**config.mk**
```make
export PLATFORM = sky130hd
export DESIGN_NAME = free_region_allocator
export DESIGN_NICKNAME = d
export VERILOG_FILES = /design/src/sv/fra_pkg.sv /design/src/sv/fra_cell.sv /design/src/sv/fra_chain.sv /design/src/sv/free_region_allocator.sv
export SDC_FILE = /design/constraint.sdc
export NUM_CORES = 2
export LEC_CHECK = 0
export ABC_AREA = 1
export BUFFER_PORTS_ARGS = -buffer_cell sky130_fd_sc_hd__buf_2
export CORE_UTILIZATION = 40
export CTS_BUF_LIST = sky130_fd_sc_hd__clkbuf_16
export CTS_CLUSTER_SIZE = 14
export DETAILED_ROUTE_END_ITERATION = 8
export PLACE_DENSITY = 0.61
export SKIP_LAST_GASP = 1
export SLEW_MARGIN = 25
export SYNTH_ARGS = -nofsm -noshare
export SYNTH_HDL_FRONTEND = slang
export SYNTH_SLANG_ARGS = --single-unit
```
**constraint.sdc**
```tcl
create_clock -name clk -period 101.3 [get_ports clk]
set_clock_uncertainty 0.05 [all_clocks]
set_input_delay 10.13 -clock clk [delete_from_list [all_inputs] [get_ports clk]]
set_output_delay 10.13 -clock clk [all_outputs]
set_load 0.05 [all_outputs]
```
**src/sv/fra_pkg.sv**
```systemverilog
package fra_pkg;
  localparam int ENTRIES = 64;
  localparam int IDX_W = $clog2(ENTRIES);
  localparam int CNT_W = IDX_W + 1;
  localparam int AW = 32;

  typedef logic [1:0] mode_t;
  localparam mode_t MODE_REG   = 2'd0;
  localparam mode_t MODE_ALLOC = 2'd1;
  localparam mode_t MODE_QUERY = 2'd2;
  localparam mode_t MODE_MAX   = 2'd3;

  typedef logic [1:0] status_t;
  localparam status_t ST_DONE = 2'd0;
  localparam status_t ST_NOFIT = 2'd1;
  localparam status_t ST_FULL = 2'd2;

  typedef enum logic [2:0] {
    S_IDLE, S_PREP, S_PASS1, S_PASS2, S_WRITE, S_DONE
  } state_t;

  // one table entry as it travels along the cell chain
  typedef struct packed {
    logic [AW-1:0] start;
    logic [AW-1:0] len;
  } entry_t;
endpackage

```
**src/sv/fra_cell.sv**
```systemverilog
// One storage cell: holds an entry and passes it to its neighbor when shifting.
module fra_cell import fra_pkg::*; (
  input  logic   clk,
  input  logic   shift,
  input  entry_t din,
  output entry_t dout
);
  entry_t e_r;
  always_ff @(posedge clk) begin
    if (shift) e_r <= din;
  end
  assign dout = e_r;
endmodule

```
**src/sv/fra_chain.sv**
```systemverilog
// Ring of cells; each shift rotates the table one slot. Head is cell 0.
module fra_chain import fra_pkg::*; (
  input  logic   clk,
  input  logic   shift,
  input  logic   replace,
  input  entry_t new_entry,
  output entry_t head
);
  entry_t link [ENTRIES];
  entry_t feed;
  // head re-enters at the tail, optionally updated
  assign feed = replace ? new_entry : link[0];
  genvar g;
  generate
    for (g = 0; g < ENTRIES; g++) begin : g_cell
      if (g == ENTRIES - 1) begin : g_tail
        fra_cell u_cell (.clk(clk), .shift(shift), .din(feed), .dout(link[g]));
      end else begin : g_mid
        fra_cell u_cell (.clk(clk), .shift(shift), .din(link[g+1]), .dout(link[g]));
      end
    end
  endgenerate
  assign head = link[0];
endmodule

```
**src/sv/free_region_allocator.sv**
```systemverilog
// Free-region allocator. Pulse start while busy is low; the result word appears
// on out_* for one cycle with out_valid and cannot be stalled. The table is a
// ring of 64 cells read one entry per cycle at its head. A query, an allocate
// that finds an aligned entry and a register that lands in an existing entry
// need one pass over the table. A register that appends, an allocate that
// falls back to a padded fit and every allocate-largest (one pass finds the
// maximum, one takes it) need two passes. busy drops in the cycle after the
// result, when the next word can be accepted.
module free_region_allocator import fra_pkg::*; (
  input  logic            clk,
  input  logic            rst_n,
  input  logic            start,
  output logic            busy,
  input  logic [1:0]      in_mode,
  input  logic [31:0]     in_position,
  input  logic [31:0]     in_length,
  input  logic [4:0]      in_align_log2,
  output logic            out_valid,
  output logic [31:0]     out_address,
  output logic [31:0]     out_granted_length,
  output logic [1:0]      out_status,
  output logic            out_covered
);
  state_t state_r, state_nxt;
  logic [CNT_W-1:0] count_r;
  logic [IDX_W:0]   step_r;
  mode_t            mode_r;
  logic [AW-1:0]    pos_r, len_r, amask_r, best_r;
  logic [AW:0]      size_r;
  logic             hit_r, cov_r;
  logic [AW-1:0]    haddr_r;

  entry_t head, new_entry;
  logic   shift, replace;

  fra_chain u_chain (.clk(clk), .shift(shift), .replace(replace),
    .new_entry(new_entry), .head(head));

  // per-entry evaluation at the head
  logic          live, last;
  logic [AW:0]   h_end, r_end;
  logic          contains, overlaps, fit1, fit2;
  logic [AW-1:0] pad, nstart, nend;
  assign live  = {1'b0, step_r} < {1'b0, count_r};
  assign last  = step_r == (IDX_W+1)'(ENTRIES - 1);
  assign h_end = {1'b0, head.start} + {1'b0, head.len};
  assign r_end = {1'b0, pos_r} + {1'b0, len_r};
  assign contains = head.start <= pos_r && r_end <= h_end;
  assign overlaps = {1'b0, head.start} < r_end && {1'b0, pos_r} < h_end;
  assign nstart = (head.start < pos_r) ? head.start : pos_r;
  assign nend   = (h_end > r_end) ? h_end[AW-1:0] : r_end[AW-1:0];
  assign pad  = (AW'(0) - head.start) & amask_r;
  assign fit1 = {1'b0, head.len} >= size_r && (head.start & amask_r) == '0;
  assign fit2 = {1'b0, head.len} >= size_r && (head.len - size_r[AW-1:0]) >= pad;

  // take action only on the first live hit within a pass
  logic act;
  always_comb begin
    act = 1'b0;
    if (live && !hit_r) begin
      case (state_r)
        S_PASS1: begin
          case (mode_r)
            MODE_REG:   act = contains || overlaps;
            MODE_QUERY: act = pos_r >= head.start && (pos_r - head.start) < head.len;
            MODE_ALLOC: act = fit1;
            default:    act = 1'b0;
          endcase
        end
        S_PASS2: act = fit2;
        default: act = 1'b0;
      endcase
    end
  end

  // entry update for the acting entry
  always_comb begin
    new_entry = head;
    replace = 1'b0;
    if (act && mode_r == MODE_REG) begin
      replace = !contains;
      new_entry.start = nstart;
      new_entry.len = nend - nstart;
    end else if (act && state_r == S_PASS1 && mode_r != MODE_QUERY) begin
      replace = 1'b1;
      new_entry.start = head.start + size_r[AW-1:0];
      new_entry.len = head.len - size_r[AW-1:0];
    end else if (act && state_r == S_PASS2) begin
      replace = 1'b1;
      new_entry.start = head.start + size_r[AW-1:0] + pad;
      new_entry.len = head.len - size_r[AW-1:0] - pad;
    end
    // append slot: entry at index count during the write state, written once
    if (state_r == S_WRITE) begin
      replace = !hit_r && step_r == {1'b0, count_r[IDX_W-1:0]} && !count_r[IDX_W];
      new_entry.start = pos_r;
      new_entry.len = len_r;
    end
  end

  assign shift = state_r == S_PASS1 || state_r == S_PASS2 || state_r == S_WRITE;

  // next state
  logic need_write;
  assign need_write = mode_r == MODE_REG && !hit_r && !count_r[IDX_W];
  always_comb begin
    state_nxt = state_r;
    case (state_r)
      S_IDLE:  if (start) state_nxt = S_PREP;
      S_PREP:  state_nxt = S_PASS1;
      S_PASS1: if (last) begin
        if ((mode_r == MODE_ALLOC && !(hit_r || act)) || mode_r == MODE_MAX)
          state_nxt = S_PASS2;
        else if (mode_r == MODE_REG && !(hit_r || act) && !count_r[IDX_W])
          state_nxt = S_WRITE;
        else state_nxt = S_DONE;
      end
      S_PASS2: if (last) state_nxt = S_DONE;
      S_WRITE: if (last) state_nxt = S_DONE;
      S_DONE:  state_nxt = S_IDLE;
      default: state_nxt = S_IDLE;
    endcase
  end

  always_ff @(posedge clk) begin
    if (!rst_n) begin
      state_r <= S_IDLE;
      count_r <= '0;
    end else begin
      state_r <= state_nxt;
      if (state_r == S_WRITE && replace) count_r <= count_r + CNT_W'(1);
    end
  end

  // datapath registers
  logic [AW:0] room_len;
  logic [AW-1:0] amask_in;
  assign amask_in = (AW'(1) << in_align_log2) - AW'(1);
  assign room_len = {1'b0, in_length};
  always_ff @(posedge clk) begin
    case (state_r)
      S_IDLE: if (start) begin
        mode_r  <= in_mode;
        pos_r   <= in_position;
        amask_r <= (in_mode == MODE_MAX) ? '0 : amask_in;
        len_r   <= (room_len > {1'b0, ~in_position}) ? ~in_position : in_length;
        size_r  <= ({1'b0, in_length} + {1'b0, amask_in}) & ~{1'b0, amask_in};
        step_r  <= '0;
        hit_r   <= 1'b0;
        cov_r   <= 1'b0;
        best_r  <= '0;
        haddr_r <= '0;
      end
      S_PREP: begin
        step_r <= '0;
      end
      default: begin
        step_r <= (last) ? '0 : step_r + (IDX_W+1)'(1);
        if (act) begin
          hit_r <= 1'b1;
          cov_r <= mode_r == MODE_QUERY;
          haddr_r <= (state_r == S_PASS2) ? head.start + pad : head.start;
        end
        // the append marks the word as served
        if (state_r == S_WRITE && replace) hit_r <= 1'b1;
        if (state_r == S_PASS1 && last && mode_r == MODE_ALLOC && !(hit_r || act))
          hit_r <= 1'b0;
        // allocate-largest: pass 1 finds the maximum, pass 2 takes it
        if (mode_r == MODE_MAX && state_r == S_PASS1) begin
          if (live && head.len > best_r) best_r <= head.len;
          if (last) size_r <= {1'b0, (live && head.len > best_r) ? head.len : best_r};
        end
      end
    endcase
  end

  // outputs
  always_comb begin
    busy = state_r != S_IDLE;
    out_valid = state_r == S_DONE;
    out_address = '0;
    out_granted_length = '0;
    out_covered = 1'b0;
    out_status = ST_DONE;
    case (mode_r)
      MODE_REG:   if (!hit_r && count_r[IDX_W] && state_r == S_DONE &&
                      !need_write) out_status = ST_FULL;
      MODE_QUERY: out_covered = cov_r;
      default: begin
        if (hit_r && count_r != '0) begin
          out_address = haddr_r;
          out_granted_length = size_r[AW-1:0];
        end else out_status = ST_NOFIT;
      end
    endcase
  end
endmodule

```
; ---- Word level (Yosys, flattened, before mapping)
; Cells that the tools add are included.
[word_totals]
register_bits = 4310
input_bits = 74
output_inout_bits = 69
[classes]
add_sub_neg = 14
magnitude_cmp = 13
eq_ne = 15
n_shift = 1
muxes = 50
bitwise = 6
reduce_logical = 54
[op_table]
columns = cell, n
row1 = $mux W32, 12
row2 = $mux W64, 5
row3 = $pmux W32 S2, 2
row4 = $sub A32 B32 Y32, 4
row5 = $add A32 B32 Y33, 3
row6 = $mux W33, 3
row7 = $add A32 B32 Y32, 3
row8 = $lt A32 B33 Y1, 2
row9 = $pmux W33 S2, 1
row10 = $and A32 B32 Y32, 2
row11 = $ge A32 B32 Y1, 2
row12 = $gt A32 B32 Y1, 2
row13 = $lt A32 B32 Y1, 2
row14 = $and A33 B33 Y33, 1
row15 = $ge A32 B33 Y1, 1
row16 = $gt A33 B33 Y1, 1
row17 = $le A33 B33 Y1, 1
row18 = $not A32 Y33, 1
row19 = $le A32 B32 Y1, 1
row20 = $logic_not A32 Y1, 1
row21 = $not A32 Y32, 1
row22 = $shl A1 B5 Y32 const A, 1
row23 = $sub A1 B32 Y32 const A, 1
row24 = $sub A32 B2 Y32 const B, 1
row25 = other kinds (34), 99

; ---- Longest topological paths before layout
[logic_depth]
word_depth = 16
ltp_mapped = 59
ltp_nobuf = 57

; ---- Modules after synthesis
; From an unflattened synthesis, not the netlist that was laid out.
[hier_totals]
hier_cells = 9511
area_unflattened_um2 = 158275.5
[modules_own_cells]
columns = module, instances, cells_each, area_per_inst_um2
row1 = fra_cell, 64, 64, 1921.8
row2 = free_region_allocator, 1, 5209, 34433.0
row3 = fra_chain, 1, 206, 844.6

; ---- Worst setup path before layout
; OpenSTA, ideal clock, no wires.
[synth_path]
kind = register to register
startpoint = reg state_r[0]
endpoint = reg u_chain.g_cell[0].g_mid.u_cell.e_r, in the netlist u_chain.g_cell[0].g_mid.u_cell.dout[0] (enable)
t_arrival_ps = 66769
t_required_ps = 73991
path_slack_ps = 7222
stages_incl_launch_ff = 5
n_path_buf = 1
period_less_slack_ps = 94078
path_cell_list = dfxtp_1 -> nor2_1 -> nand2_1 -> clkbuf_1 -> nand2_1
[synth_via]
elab_chain_len = 3
[synth_lines]
columns = element, line_no
row1 = from (decl), free_region_allocator.sv:24  ; state_t state_r, state_nxt;
row2 = from (signal assigned), free_region_allocator.sv:130  ; state_r <= state_nxt;
row3 = $eq A3 B2 Y1, free_region_allocator.sv:101  ; assign shift = state_r == S_PASS1 || state_r == S_PASS2 || state_r == S_WRITE;
row4 = $logic_or A1 B1 Y1, free_region_allocator.sv:101
row5 = $logic_or A1 B1 Y1 *, free_region_allocator.sv:101
row6 = named net shift, free_region_allocator.sv:34  ; logic shift, replace;
row7 = to (signal assigned), fra_cell.sv:10  ; if (shift) e_r <= din;
row8 = to (decl), fra_cell.sv:8  ; entry_t e_r;
; Mark *: on every way through the listed nets, which the timed path passes. The rest lies on a longest branch.
; A chain may end at the register's enable or synchronous reset.

; ---- Worst setup path after layout
[layout_path]
startpoint = in in_align_log2[4]
endpoint = reg size_r[30] (data pin)
[layout_via]
elab_chain_len = 6
[layout_lines]
columns = element, line_no
row1 = from (decl), free_region_allocator.sv:17  ; input logic [4:0] in_align_log2,
row2 = $shl A1 B5 Y32, free_region_allocator.sv:138  ; assign amask_in = (AW'(1) << in_align_log2) - AW'(1);
row3 = $sub A32 B2 Y32, free_region_allocator.sv:138
row4 = named net amask_in[0], free_region_allocator.sv:137  ; logic [AW-1:0] amask_in;
row5 = $add A32 B32 Y33, free_region_allocator.sv:147  ; size_r <= ({1'b0, in_length} + {1'b0, amask_in}) & ~{1'b0, amask_in};
row6 = $and A33 B33 Y33, free_region_allocator.sv:147
row7 = $mux W33, free_region_allocator.sv:142  ; S_IDLE: if (start) begin
row8 = $pmux W33 S2, free_region_allocator.sv:141  ; case (state_r)
row9 = to (signal assigned), free_region_allocator.sv:147
row10 = to (signal assigned), free_region_allocator.sv:171  ; if (last) size_r <= {1'b0, (live && head.len > best_r) ? head.len : best_r};
row11 = to (decl), free_region_allocator.sv:29  ; logic [AW:0] size_r;
; The timed path passes the listed nets, and every way through them passes these cells. The select of a mux whose other input is x is not followed.

==> results.sh <==
export IMPL_status="complete, no violations"
export IMPL_hpwl_um=255500
export IMPL_wl_um=365900
export IMPL_die_h_um=631.7
export IMPL_drive_gt1_frac=0.08783
export IMPL_cts_resized=0
export IMPL_synth_top_cell_area_share=0.8141
export IMPL_wl_met3_um=17820
export IMPL_fin_nets=10830
export IMPL_hold_path_class="flip-flop to flip-flop"
export IMPL_port_buffers=142
export IMPL_final_util=0.4564
export IMPL_ys_seq_area_frac=0.8154
export IMPL_cts_tree="done"
export IMPL_tightest_slew_ns=1.057
export IMPL_critPathSlowestCell="nor4_1"
export IMPL_yosysTopAreaCell="edfxtp_1"
export IMPL_syn_inst=9698
export IMPL_rsz0062_at_grt="no"
export IMPL_timing_final_crit_period_ns=14.99
export IMPL_drc=0
export IMPL_final_max_slew_violation_count=0
export IMPL_yosysWarnings=0
export IMPL_fin_area_um2=179700
export IMPL_highest_layer="met5"
export IMPL_syn_avg_cell_area_um2=16.35
export IMPL_grt_pass1_wl_um=524500
export IMPL_worst_ep_arrival_time_ns=15.71
export IMPL_clockBufferDepth=4
export IMPL_ant_nets=0
export IMPL_cp_start_kind="primary input"
export IMPL_row_count=230
export IMPL_io_pin_count=143
export IMPL_grt_usage=0.1802
export IMPL_cp_data_required_time_ns=102.02
export IMPL_cts_max_level=5
export IMPL_cts_buffers=414
export IMPL_dp_cells=15060
export IMPL_antenna_found_initial=46
export IMPL_clk_pin_slew_worst_paths_ns=0.07
export IMPL_die_area_um2=399000
export IMPL_grt_pass1_vias=77200
export IMPL_fin_crit_sh=0.1480
export IMPL_placed_area_um2=166400
export IMPL_synthArstFlopShare=0
export IMPL_layout_common_cells="edfxtp_1 (4300), nand2_1 (1347), inv_1 (927)"
export IMPL_syn_to_final_growth_pct=13.28
export IMPL_path_cells="buf_2 -> inv_1 -> nand4_1 -> ha_1 -> o211ai_1 -> nor3_1 -> nand3_1 -> inv_1 -> nand2_1 -> nor2_1 -> nand3_1 -> nor2_1 -> nand3_1 -> xor2_1 -> inv_1 -> ha_1 -> nand2_1 -> nor4_1 -> nand4_1 -> nand2_1 -> a31oi_1 -> xor2_1 -> o32ai_1"
export IMPL_rrSetupSlack_ns=89.34
export IMPL_firstDrtPassIters=6
export IMPL_critPathKind="primary input to flip-flop"
export IMPL_multiInputGateArea_um2=25500
export IMPL_slew_headroom=0.2888
export IMPL_finalSetupViolCount=0
export IMPL_clk_latency_ns=1.00
export IMPL_cts_sinks=4310
export IMPL_max_cap_violations=0
export IMPL_synth_distinct_cells=69
export IMPL_synth_seq_cells=4310
export IMPL_die_x_um=631.7
export IMPL_cts_hold_buf=0
export IMPL_wl_met2_um=158500
export IMPL_fillers=33730
export IMPL_wl_per_cell_um=23.11
export IMPL_vias_per_cell=4.950
export IMPL_max_freq_mhz=66.71
export IMPL_cp_max_fo=23
export IMPL_max_stage_delay_ns=0.60
export IMPL_fin_setup_tns_ns=0
export IMPL_vias=78400
export IMPL_drt_iter0_drc=7806
export IMPL_grt_overflow=0
export IMPL_ff_latch_area_um2=129300
export IMPL_finalHoldViolCount=0
export IMPL_grt_max_degree=205
export IMPL_stdcell_count=15840
export IMPL_gp_congestion=0.9499
export IMPL_final_common_cell="edfxtp_1"
export IMPL_cts_setup_buffers=0
export IMPL_synth_edf_count=4300
export IMPL_netlist_area_um2=158600
export IMPL_core_area_um2=393700
export IMPL_wirelength_met1_um=180200
export IMPL_cts_root_buf="clkbuf_16"
export IMPL_start_util=0.4029
export IMPL_crit_path_end_kind="flip-flop"
export IMPL_synth_flop_cell="edfxtp_1"
export IMPL_yosys_top_cells_area="edfxtp_1 (81%), ha_1 (3.9%), nand2_1 (3.2%)"
[state kept, by name, summed over array words and instances (netlist names), 3 cells and up]
register                           flops
state_r                                3
u_chain.g_cell.g_tail.u_cell.dout     64
amask_r                               32
step_r                                 7
size_r                                33
len_r                                 32
u_chain.g_cell.g_mid.u_cell.dout    4032
pos_r                                 32
best_r                                32
count_r                                7
haddr_r                               32
[final cells by class]
cell class,count,share of cell area
Inverter,850,0.01777
Clock inverter,353,0.01444
Clock buffer,417,0.05808
Tap cell,5220,0.03635
Multi-Input combinational cell,4392,0.1419
Timing Repair Buffer,290,0.01152
Sequential cell,4310,0.7198
Antenna cell,6,0.00008357
[logic make-up after synthesis]
kind of cell               Yosys count  synth area share
DFF                               4310            0.8154
and+or+nand+nor                   2436           0.06353
AOI/OAI and AO/OA                 1182           0.04179
buffers and inverters              997           0.02438
adders and majority gates          501           0.03995
xor gates and xnor gates           271           0.01496
other                                1        0.00002364
[metal layers]
layer / global-route usage / up-vias
met5: 0 / -
met4: 0.04793 / 2
met3: 0.02293 / 479
met2: 0.2687 / 2008
met1: 0.2785 / 39270
li1: - / 36650
[per-stage QoR]
stage	hold slack [ns]	worst slack (ns)
after floorplan	0.3503	7.222
after global routing	0.3077	85.93
final	0.2909	86.31
after detailed placement	0.3545	85.33
after global placement	0.3502	85.34
after CTS	0.2857	86.36
[cell usage after synthesis (all sizes together), types with 21 or more instances]
cell type     n
nand4        77
nand3       231
nand2      1362
clkbuf       95
o21ai       406
a21oi       518
edfxtp     4300
inv         847
xor2        176
a31oi        31
a21o         21
nor2        622
buf          52
o21a         28
nor3         74
xnor2        95
o21bai       42
o211ai       33
nor4         31
ha          492
[worst max-delay path: cells and delay by family]
family / cells / cell delay (ns)
buf+inv: 4 / 0.92
fa+ha+maj: 2 / 0.61
xor+xnor: 2 / 0.51
compound gates: 3 / 0.48
simple gates: 12 / 3.00
[final timing paths]
kind / from / end / depth (start not counted)
setup / recovery: in_align_log2[4] / size_r[30] / 23
hold / removal: u_chain.g_cell[37].g_mid.u_cell.dout[45] / u_chain.g_cell[36].g_mid.u_cell.dout[45] / 0
setup reg to reg: u_chain.g_cell[0].g_mid.u_cell.dout[32] / u_chain.g_cell[63].g_tail.u_cell.dout[28] / 51
hold reg to reg: u_chain.g_cell[37].g_mid.u_cell.dout[45] / u_chain.g_cell[36].g_mid.u_cell.dout[45] / 0
Power is left out: the tool's default activity adds up to more than one toggle a clock period on the data nets, which glitch-free logic cannot reach.
